### config.mk
export PLATFORM = sky130hd
export DESIGN_NAME = key_rollover_change_detector
export DESIGN_NICKNAME = d
export VERILOG_FILES = /design/src/rtl/krcd_pkg.sv /design/src/rtl/krcd_front.sv /design/src/rtl/krcd_queue.sv /design/src/rtl/krcd_back.sv /design/src/rtl/key_rollover_change_detector.sv
export SDC_FILE = /design/constraint.sdc
export NUM_CORES = 1
export LEC_CHECK = 0
export BUFFER_PORTS_ARGS = -buffer_cell sky130_fd_sc_hd__buf_2
export CAP_MARGIN = 20
export CORE_MARGIN = 8
export CORE_UTILIZATION = 40
export CTS_CLUSTER_DIAMETER = 120
export CTS_CLUSTER_SIZE = 30
export DETAILED_ROUTE_END_ITERATION = 10
export PLACE_DENSITY = 0.62
export SLEW_MARGIN = 5
export SYNTH_ARGS = -nofsm -noshare
export SYNTH_HDL_FRONTEND = slang
export SYNTH_SLANG_ARGS = --single-unit
### constraint.sdc
create_clock -name aclk -period 11 [get_ports aclk]
set_input_delay 3.3 -clock aclk [delete_from_list [all_inputs] [get_ports aclk]]
set_output_delay 3.3 -clock aclk [all_outputs]
set_load 0.03 [all_outputs]
### src/rtl/krcd_pkg.sv
package krcd_pkg;

    localparam int KEY_LIMIT = 7;
    localparam int CNT_W     = 3;

    localparam logic [1:0] EV_NONE     = 2'd0;
    localparam logic [1:0] EV_RELEASED = 2'd1;
    localparam logic [1:0] EV_PRESSED  = 2'd2;
    localparam logic [1:0] EV_LINK_ERR = 2'd3;

    typedef logic [7:0] code_t;

    typedef struct packed {
        logic [63:0] response_word;
        logic        response_valid;
    } req_t;

    typedef struct packed {
        logic [1:0] event_kind;
        logic [7:0] key_code;
        logic [1:0] keys_down;
        logic       last_event;
    } evt_t;

    typedef struct packed {
        logic                        link_err;
        logic [KEY_LIMIT-1:0]        rel_mask;
        logic [KEY_LIMIT-1:0]        prs_mask;
        code_t [KEY_LIMIT-1:0]       old_keys;
        code_t [KEY_LIMIT-1:0]       new_keys;
        logic [1:0]                  keys_down;
    } job_t;

    function automatic logic [1:0] sat_count(input logic [CNT_W-1:0] n);
        logic [1:0] r;
        r = (n > CNT_W'(3)) ? 2'd3 : n[1:0];
        return r;
    endfunction

endpackage

### src/rtl/krcd_front.sv
module krcd_front #(
    parameter int MAX_KEYS = 3
) (
    input  logic              aclk,
    input  logic              aresetn,
    input  logic              cfg_wr_en,
    input  logic [7:0]        cfg_wr_data,
    input  logic              s_valid,
    output logic              s_ready,
    input  krcd_pkg::req_t    s_data,
    output logic              q_push,
    output krcd_pkg::job_t    q_job,
    input  logic              q_full
);
    import krcd_pkg::*;

    code_t            empty_code_reg;
    code_t            held_reg [MAX_KEYS];
    logic [CNT_W-1:0] held_cnt_reg;

    logic             link_err;
    logic             accept;
    code_t            slot_code [MAX_KEYS];
    logic             nonempty  [MAX_KEYS];
    logic [CNT_W-1:0] pos       [MAX_KEYS+1];
    code_t            new_keys  [MAX_KEYS];
    logic [CNT_W-1:0] new_cnt;
    logic             found;

    assign s_ready = !q_full;
    assign accept  = s_valid && s_ready;
    assign q_push  = accept;

    always_comb begin
        link_err = !s_data.response_valid || s_data.response_word[63];
        pos[0] = '0;
        for (int i = 0; i < MAX_KEYS; i++) begin
            slot_code[i] = s_data.response_word[8*i+8 +: 8];
            nonempty[i]  = (slot_code[i] != empty_code_reg);
            pos[i+1]     = pos[i] + CNT_W'(nonempty[i]);
        end
        new_cnt = pos[MAX_KEYS];

        // pack non-empty slots in slot order
        for (int j = 0; j < MAX_KEYS; j++) begin
            new_keys[j] = '0;
            for (int i = 0; i < MAX_KEYS; i++) begin
                if (nonempty[i] && pos[i] == CNT_W'(j)) begin
                    new_keys[j] = slot_code[i];
                end
            end
        end

        q_job = '0;
        q_job.link_err = link_err;
        for (int i = 0; i < MAX_KEYS; i++) begin
            q_job.old_keys[i] = held_reg[i];
            q_job.new_keys[i] = new_keys[i];
        end

        for (int i = 0; i < MAX_KEYS; i++) begin
            found = 1'b0;
            for (int j = 0; j < MAX_KEYS; j++) begin
                if (CNT_W'(j) < new_cnt && new_keys[j] == held_reg[i]) begin
                    found = 1'b1;
                end
            end
            q_job.rel_mask[i] = !link_err && (CNT_W'(i) < held_cnt_reg) && !found;
        end

        for (int j = 0; j < MAX_KEYS; j++) begin
            found = 1'b0;
            for (int i = 0; i < MAX_KEYS; i++) begin
                if (CNT_W'(i) < held_cnt_reg && held_reg[i] == new_keys[j]) begin
                    found = 1'b1;
                end
            end
            q_job.prs_mask[j] = !link_err && (CNT_W'(j) < new_cnt) && !found;
        end

        q_job.keys_down = link_err ? sat_count(held_cnt_reg) : sat_count(new_cnt);
    end

    always_ff @(posedge aclk) begin
        if (!aresetn) begin
            empty_code_reg <= '0;
            held_cnt_reg   <= '0;
            for (int i = 0; i < MAX_KEYS; i++) begin
                held_reg[i] <= '0;
            end
        end else begin
            if (cfg_wr_en) begin
                empty_code_reg <= cfg_wr_data;
            end
            if (accept && !link_err) begin
                held_cnt_reg <= new_cnt;
                for (int i = 0; i < MAX_KEYS; i++) begin
                    held_reg[i] <= new_keys[i];
                end
            end
        end
    end

endmodule

### src/rtl/krcd_queue.sv
module krcd_queue (
    input  logic              aclk,
    input  logic              aresetn,
    input  logic              push,
    input  krcd_pkg::job_t    push_job,
    output logic              full,
    output logic              pop_valid,
    input  logic              pop_ready,
    output krcd_pkg::job_t    pop_job
);
    import krcd_pkg::*;

    job_t       mem [2];
    logic       wr_ptr_reg;
    logic       rd_ptr_reg;
    logic [1:0] cnt_reg;
    logic [1:0] cnt_next;
    logic       pop;

    assign full      = (cnt_reg == 2'd2);
    assign pop_valid = (cnt_reg != 2'd0);
    assign pop_job   = mem[rd_ptr_reg];
    assign pop       = pop_valid && pop_ready;

    always_comb begin
        cnt_next = cnt_reg;
        if (push && !pop) begin
            cnt_next = cnt_reg + 2'd1;
        end else if (pop && !push) begin
            cnt_next = cnt_reg - 2'd1;
        end
    end

    always_ff @(posedge aclk) begin
        if (push) begin
            mem[wr_ptr_reg] <= push_job;
        end
    end

    always_ff @(posedge aclk) begin
        if (!aresetn) begin
            wr_ptr_reg <= 1'b0;
            rd_ptr_reg <= 1'b0;
            cnt_reg    <= '0;
        end else begin
            cnt_reg <= cnt_next;
            if (push) begin
                wr_ptr_reg <= !wr_ptr_reg;
            end
            if (pop) begin
                rd_ptr_reg <= !rd_ptr_reg;
            end
        end
    end

endmodule

### src/rtl/krcd_back.sv
module krcd_back (
    input  logic              aclk,
    input  logic              aresetn,
    input  logic              q_valid,
    output logic              q_ready,
    input  krcd_pkg::job_t    q_job,
    output logic              m_valid,
    input  logic              m_ready,
    output krcd_pkg::evt_t    m_data
);
    import krcd_pkg::*;

    job_t                 job_reg;
    job_t                 job_next;
    logic                 job_valid_reg;
    logic                 job_valid_next;
    logic                 m_valid_reg;
    logic                 m_valid_next;
    evt_t                 m_data_reg;
    evt_t                 m_data_next;

    logic                 advance;
    logic                 fire;
    logic                 done;
    logic                 rel_any;
    logic                 prs_any;
    logic [KEY_LIMIT-1:0] rel_clear;
    logic [KEY_LIMIT-1:0] prs_clear;
    code_t                rel_code;
    code_t                prs_code;
    evt_t                 ev;

    assign m_valid = m_valid_reg;
    assign m_data  = m_data_reg;

    always_comb begin
        advance   = !m_valid_reg || m_ready;
        rel_any   = |job_reg.rel_mask;
        prs_any   = |job_reg.prs_mask;
        rel_clear = job_reg.rel_mask & (job_reg.rel_mask - KEY_LIMIT'(1));
        prs_clear = job_reg.prs_mask & (job_reg.prs_mask - KEY_LIMIT'(1));

        // lowest pending entry first
        rel_code = '0;
        prs_code = '0;
        for (int i = KEY_LIMIT - 1; i >= 0; i--) begin
            if (job_reg.rel_mask[i]) begin
                rel_code = job_reg.old_keys[i];
            end
            if (job_reg.prs_mask[i]) begin
                prs_code = job_reg.new_keys[i];
            end
        end

        ev.event_kind = EV_NONE;
        ev.key_code   = '0;
        ev.keys_down  = job_reg.keys_down;
        ev.last_event = 1'b1;
        if (job_reg.link_err) begin
            ev.event_kind = EV_LINK_ERR;
        end else if (rel_any) begin
            ev.event_kind = EV_RELEASED;
            ev.key_code   = rel_code;
            ev.last_event = !(|rel_clear) && !prs_any;
        end else if (prs_any) begin
            ev.event_kind = EV_PRESSED;
            ev.key_code   = prs_code;
            ev.last_event = !(|prs_clear);
        end

        fire    = advance && job_valid_reg;
        done    = fire && ev.last_event;
        q_ready = !job_valid_reg || done;

        job_next       = job_reg;
        job_valid_next = job_valid_reg;
        if (fire) begin
            if (rel_any) begin
                job_next.rel_mask = rel_clear;
            end else begin
                job_next.prs_mask = prs_clear;
            end
        end
        if (q_ready) begin
            job_valid_next = q_valid;
            job_next       = q_job;
        end

        m_valid_next = advance ? job_valid_reg : m_valid_reg;
        m_data_next  = fire ? ev : m_data_reg;
    end

    always_ff @(posedge aclk) begin
        job_reg    <= job_next;
        m_data_reg <= m_data_next;
    end

    always_ff @(posedge aclk) begin
        if (!aresetn) begin
            job_valid_reg <= 1'b0;
            m_valid_reg   <= 1'b0;
        end else begin
            job_valid_reg <= job_valid_next;
            m_valid_reg   <= m_valid_next;
        end
    end

    a_none_is_last: assert property (@(posedge aclk) disable iff (!aresetn)
        (m_valid_reg && (m_data_reg.event_kind == EV_NONE || m_data_reg.event_kind == EV_LINK_ERR))
        |-> (m_data_reg.last_event && m_data_reg.key_code == 8'd0))
        else $error("no-change or link-error event not final or has a code");

    a_job_held_mid_burst: assert property (@(posedge aclk) disable iff (!aresetn)
        (fire && !ev.last_event) |-> (!q_ready ##1 job_valid_reg))
        else $error("request dropped before its last event");

    a_error_single: assert property (@(posedge aclk) disable iff (!aresetn)
        (job_valid_reg && job_reg.link_err) |-> (ev.last_event && !rel_any && !prs_any))
        else $error("link-error request carries key events");

    a_fire_loads_output: assert property (@(posedge aclk) disable iff (!aresetn)
        fire |=> m_valid_reg)
        else $error("emitted event not presented");

endmodule

### src/rtl/key_rollover_change_detector.sv
// Keyboard poll change detector. Each request on s_ is one 64-bit poll response; the block
// packs the non-empty key bytes (slot i at bits 8*i+8 and up, slots equal to the configured
// empty code dropped), compares them with the keys held after the last good poll and emits
// on m_ one event per released key, then one per pressed key, or a single no-change event;
// the final event of a poll has last_event set. A failed poll or a set error bit (bit 63)
// gives one link-error event and keeps the held keys. The front stage classifies one request
// per cycle and writes it into a two-entry queue while that is not full; the back stage
// emits one event per cycle while m_ready is high: one for no change or link error, up to
// 2*MAX_KEYS if every key changes; it takes the next poll as it emits the last event of one.
// Write cfg_wr_en/cfg_wr_data only while no poll is in flight.
module key_rollover_change_detector #(
    parameter int MAX_KEYS = 3
) (
    input  logic              aclk,
    input  logic              aresetn,
    input  logic              cfg_wr_en,
    input  logic [7:0]        cfg_wr_data,
    input  logic              s_valid,
    output logic              s_ready,
    input  krcd_pkg::req_t    s_data,
    output logic              m_valid,
    input  logic              m_ready,
    output krcd_pkg::evt_t    m_data
);
    import krcd_pkg::*;

    logic push;
    logic full;
    logic pop_valid;
    logic pop_ready;
    job_t push_job;
    job_t pop_job;

    krcd_front #(.MAX_KEYS(MAX_KEYS)) u_front (
        .aclk        (aclk),
        .aresetn     (aresetn),
        .cfg_wr_en   (cfg_wr_en),
        .cfg_wr_data (cfg_wr_data),
        .s_valid     (s_valid),
        .s_ready     (s_ready),
        .s_data      (s_data),
        .q_push      (push),
        .q_job       (push_job),
        .q_full      (full)
    );

    krcd_queue u_queue (
        .aclk      (aclk),
        .aresetn   (aresetn),
        .push      (push),
        .push_job  (push_job),
        .full      (full),
        .pop_valid (pop_valid),
        .pop_ready (pop_ready),
        .pop_job   (pop_job)
    );

    krcd_back u_back (
        .aclk    (aclk),
        .aresetn (aresetn),
        .q_valid (pop_valid),
        .q_ready (pop_ready),
        .q_job   (pop_job),
        .m_valid (m_valid),
        .m_ready (m_ready),
        .m_data  (m_data)
    );

endmodule
==> results.cfg, run 1 <==
[routing]
dr_wl_met2_um = 11930
routed_via_density = 5.528
firstDrtPassIters = 5
met3_length_um = 1340
wirelength_met1_um = 11850
postRouteAntennaNets = 0
wl_um = 25950
drc = 0
highest_layer = met4
wl_per_cell_um = 20.48
dr_total_vias = 7004
drtIter0Drc = 569

[sta]
timing.fmax_mhz = 146.8
worstMarginPinSlew_ps = 1026
clock_skew_ps = 17.78
fin_crit_sh = 0.6193
final_hold_viol_count = 0
relSlewSlack = 0.3144
min_period_ps = 6812
finalMaxSlewViolations = 0
rsz0062_at_grt = false
tns_ps = 0
final-setup-viol-count = 0
holdWs_ps = 434.3

[yosys]
seq_area_frac_synth = 0.6117
syn_area_mm2 = 0.01119
yosys_most_used_dff = edfxtp_1
synthesis.nets = 950
ys_ff_latch = 234
ys_types = 72
async_flop_share = 0
syn_area_per_cell_um2 = 12.94
synth_cells = 865
synth-edff-count = 216
ys_warn_count = 0

[pwr]
ir_drop_v = 0.00009887
p_int_w = 0.001707
seq_power_share = 0.578
power.density_mw_per_mm2 = 207.5
power_frac_comb = 0.245
switchingPower_w = 0.0007860
power_frac_clock = 0.178
leakage_nw = 4.192
swShare = 0.3152

[final_layout]
largest_reg_flops = 114
seq_area_mm2 = 0.006850
area_growth_pct = 7.389
fin_nets = 973
multiInputGateArea_mm2 = 0.003921
layout_common_cells = edfxtp_1, nor2_1, mux2_2
layout-drive-gt1-share = 0.1789
final_cell_count_no_fill = 1267
n_antenna_cell = 0
fill_cells = 2572
final_util = 0.4338
final_common_cell = edfxtp_1

[setup_path]
r2r_start = u_front.empty_code_reg[3]
crit_path_end_kind = flop
r2r_cells = 11
arrival_ps = 7020
cp_max_fo = 18
cp.required_ps = 11200
r2r_slack_ps = 6670
path_class = in -> reg
cp-start-kind = input port
r2r-end = u_queue.mem[1][54]

[grt]
globalRoute.totalOverflow = 0
grt_max_degree = 61
grt_pass1_vias = 6864
track_usage = 0.1515
antenna_found_initial = 0
grt_pass1_wl_um = 40030

[job]
drv_cap = 0

[floorplanning]
die_w_um = 183.3
coreArea_mm2 = 0.02771
io_pins = 93
initial_core_util = 0.4040
die_h_um = 183.3
die_area_mm2 = 0.03359
std_cell_rows = 61

[clocking]
cts-resized-gates = 0
cts_tree = done
root_buffer = clkbuf_16
cts_buffers = 11
clockBufferDepth = 3
clk_pin_slew_ps = 110
htree_levels = 1
cts_hold_buf = 0
clock-sinks = 234
clk_latency_ps = 470
post-cts-setup-buffers = 0

[min_path]
hold_path.class = reg -> reg
worstHoldStart = u_back.ev[2]
hold_end = u_back.m_data[2]
min_path_cells = 0

[outcome]
outcome = completed

[placed_design]
place_inst = 1253
place_congestion = 0.9299
io_buffers = 53
dp.final_hpwl_um = 18090
-- logic make-up (layout without fill, tap and decap cells) --
group	Yosys count	count (layout)	share of synthesized area
muxes	74	74	0.07289
buffers and inverters	96	120	0.03868
AOI/OAI and AO/OA	173	173	0.1169
xor gates and xnor gates	69	69	0.05400
adders and majority gates	10	10	0.01129
DFF	234	234	0.6117
and+or+nand+nor	209	209	0.09447
-- metal layers --
metal | GRT usage | vias to the layer above
met4 | 0.05563 | 0
met5 | 0 | -
li1 | - | 3298
met1 | 0.2073 | 3431
met2 | 0.2419 | 221
met3 | 0.02176 | 54
-- worst max-delay path, cell delays in order --
cell	delay, ps
buf_2	140
xor2_1	170
nor4_4	520
and2_4	290
ha_1	530
nand2_1	190
a31oi_2	490
xor2_1	310
a2111oi_0	120
nand4_1	240
o21ai_1	110
a2111oi_0	570
-- power by group through the flow --
stage               combinational (W)  sequential [W]  clock, W
global placement             0.000609         0.00145         0
CTS                          0.000619         0.00144  0.000455
detailed placement           0.000615         0.00146         0
finish                       0.000610         0.00144  0.000443
floorplan                    0.000489         0.00138         0
global route                 0.000672         0.00147  0.000483
-- cells in the mapped netlist (all sizes together) (13+ instances only) --
library cell  count  area, um^2
a22oi            18       135.1
nand4            15       93.84
a21oi            23       133.9
a31oi            13       93.84
clkbuf           27       101.4
o21ai            28       151.4
mux2             60       675.7
inv              46       172.7
nor3             20       100.1
nand2            36       135.1
dfxtp            18       360.4
xor2             23       201.4
nor2             73       274.0
buf              21       151.4
mux2i            14       140.1
edfxtp          216        6486
o22ai            14       87.58
xnor2            46       402.9
-- through the flow --
| step | instance area [um^2] | setup slack, ps | power [W] |
|---|---|---|---|
| floorplan | 11190 | 4527 | 0.001870 |
| global placement | 11730 | 3859 | 0.002062 |
| detailed placement | 11730 | 3773 | 0.002077 |
| CTS | 12020 | 4262 | 0.002516 |
| global route | 12020 | 3903 | 0.002626 |
| finish | 12020 | 4188 | 0.002493 |
-- how the worst max path moves through the flow --
stage | from | endpoint | slack, ps
CTS | s_data[14] | u_queue.mem[1][54] | 4260
detailed placement | s_data[14] | u_queue.mem[1][54] | 3770
global route | s_data[15] | u_queue.mem[1][54] | 3900
finish | s_data[14] | u_queue.mem[1][54] | 4190
floorplan | s_data[15] | u_queue.mem[0][55] | 4530
global placement | s_data[14] | u_queue.mem[0][55] | 3860
-- cell type report --
class	instances	area share
Multi-Input combinational cell	535	0.3263
Sequential cell	234	0.5700
Clock inverter	1	0.0007287
Clock buffer	13	0.02353
Tap cell	378	0.03935
Inverter	48	0.01499
Timing Repair Buffer	58	0.02519
Power figures use the tool's default switching activity.
==> run 2, diff against run 1 <==
--- a/config.mk
+++ b/config.mk
@@ -12,7 +12,7 @@
 export CTS_CLUSTER_DIAMETER = 120
 export CTS_CLUSTER_SIZE = 30
 export DETAILED_ROUTE_END_ITERATION = 10
-export PLACE_DENSITY = 0.62
+export PLACE_DENSITY = 0.64
 export SLEW_MARGIN = 5
 export SYNTH_ARGS = -nofsm -noshare
 export SYNTH_HDL_FRONTEND = slang
==> constraint.sdc (replaced) <==
create_clock -name aclk -period 5.65 [get_ports aclk]
set_input_delay 1.695 -clock aclk [delete_from_list [all_inputs] [get_ports aclk]]
set_output_delay 1.695 -clock aclk [all_outputs]
set_load 0.03 [all_outputs]
==> run 2 against run 1 <==
Against the previous run: combinational power up 110%; register-to-register slack worse by 5000 ps; clock skew about the same; critical path type unchanged.
==> results.cfg, run 2 (synthesis results as in run 1) <==
[outcome]
outcome = completed

[sta]
timing.fmax_mhz = 207.8
relSlewSlack = 0.3179
fin_crit_sh = 0.8518
final-setup-viol-count = 0
worstMarginPinSlew_ps = 1020
finalMaxSlewViolations = 0
rsz0062_at_grt = false
clock_skew_ps = 17.64
holdWs_ps = 439.6
tns_ps = 0
min_period_ps = 4813
worst_slack_ps = 837.2
final_hold_viol_count = 0

[final_layout]
fin_nets = 988
layout-drive-gt1-share = 0.1925
largest_reg_flops = 114
layout_common_cells = edfxtp_1, nor2_1, mux2_2
final_common_cell = edfxtp_1
area_growth_pct = 8.553
multiInputGateArea_mm2 = 0.003921
seq_area_mm2 = 0.006848
n_antenna_cell = 0
fill_cells = 2525

[floorplanning]
io_pins = 93
coreArea_mm2 = 0.02771
die_h_um = 183.3
initial_core_util = 0.4040
std_cell_rows = 61
die_w_um = 183.3
die_area_mm2 = 0.03359

[min_path]
hold_path.class = reg -> reg
worstHoldStart = u_back.ev[1]
hold_end = u_back.m_data[1]
min_path_cells = 0

[placed_design]
dp.final_hpwl_um = 18670
place_congestion = 0.9208
dp_worst_setup_slack_ps = 266.9
io_buffers = 53

[job]
drv_cap = 0

[grt]
globalRoute.totalOverflow = 0
grt_pass1_wl_um = 40710
track_usage = 0.1536
grt_max_degree = 61
antenna_found_initial = 0
grt_pass1_vias = 6999

[setup_path]
path_class = in -> reg
cp-start-kind = input port
cp_max_fo = 18
cp.required_ps = 5890
r2r-end = u_back.job_reg[115]
crit_path_end_kind = flop
r2r_cells = 9
r2r_slack_ps = 1710
r2r_start = u_back.job_reg[121]
arrival_ps = 5050

[clocking]
cts_hold_buf = 0
clk_pin_slew_ps = 110
cts-resized-gates = 0
cts_buffers = 11
post-cts-setup-buffers = 0
clock-sinks = 234
htree_levels = 1
clockBufferDepth = 3
clk_latency_ps = 470
root_buffer = clkbuf_16
cts_tree = done

[pwr]
power.density_mw_per_mm2 = 400.1
leakage_nw = 4.275
ir_drop_v = 0.0001950

[routing]
dr_total_vias = 7026
postRouteAntennaNets = 0
drtIter0Drc = 509
wl_per_cell_um = 20.32
firstDrtPassIters = 5
routed_via_density = 5.480
drc = 0
wl_um = 26050
==> run 2: cell count changes in the layout (fill, tap and decap cells not counted), sizes merged <==
cell	delta
buf	+15
==> run 2: worst max-delay path by stage <==
stage | start | to | slack (ps) | depth (start not counted)
4_1_cts | s_data[20] | u_queue.mem[1][55] | 780 | 13
5_1_grt | s_data[20] | u_queue.mem[0][54] | 630 | 12
3_3_place_gp | s_data[20] | u_queue.mem[1][55] | 290 | 13
6_report | s_data[20] | u_queue.mem[1][55] | 840 | 13
3_5_place_dp | s_data[19] | u_queue.mem[0][55] | 270 | 13
2_1_floorplan | s_data[15] | u_queue.mem[0][55] | 780 | 13
==> run 2: critical path: stages <==
cell and delay, ps:
buf_2 120, xor2_1 150, nor4_1 280, nand4_1 290, ha_1 480, a211o_1 340, a31oi_1 390, xnor2_1 170
nand4_1 140, or4_4 600, a21oi_1 150, a2111oi_0 80, buf_4 160
==> run 2: layout make-up <==
cell class / count / area share
Timing Repair Buffer: 73 / 0.03584
Clock inverter: 1 / 0.0007209
Multi-Input combinational cell: 535 / 0.3228
Inverter: 48 / 0.01483
Clock buffer: 13 / 0.02327
Tap cell: 378 / 0.03893
Sequential cell: 234 / 0.5636
==> run 2: per-stage QoR <==
step	util	cell area [um^2]	cells	power [W]
after floorplan	-	11190	865	0.003641
after global placement	0.4270	11830	1267	0.004023
after detailed placement	0.4270	11830	1267	0.004059
after CTS	0.4375	12120	1281	0.004912
after global routing	0.4385	12150	1282	0.005134
final	0.4385	12150	1282	0.004861
==> run 2: per-layer routing <==
| metal | wire length, um | share of wire | global-route usage | vias up |
|---|---|---|---|---|
| met2 | 11870 | 0.46 | 0.2468 | 211 |
| met5 | 0 | 0 | 0 | - |
| met1 | 12120 | 0.47 | 0.2111 | 3447 |
| li1 | - | - | - | 3326 |
| met4 | 811 | 0.031 | 0.05433 | 0 |
| met3 | 1244 | 0.048 | 0.02018 | 42 |
==> run 2: power breakdown <==
group	total [W]	internal, W	switching (W)
sequential	0.00271	0.00245	0.000257
clock	0.000861	0.000363	0.000498
combinational	0.00129	0.000523	0.000769
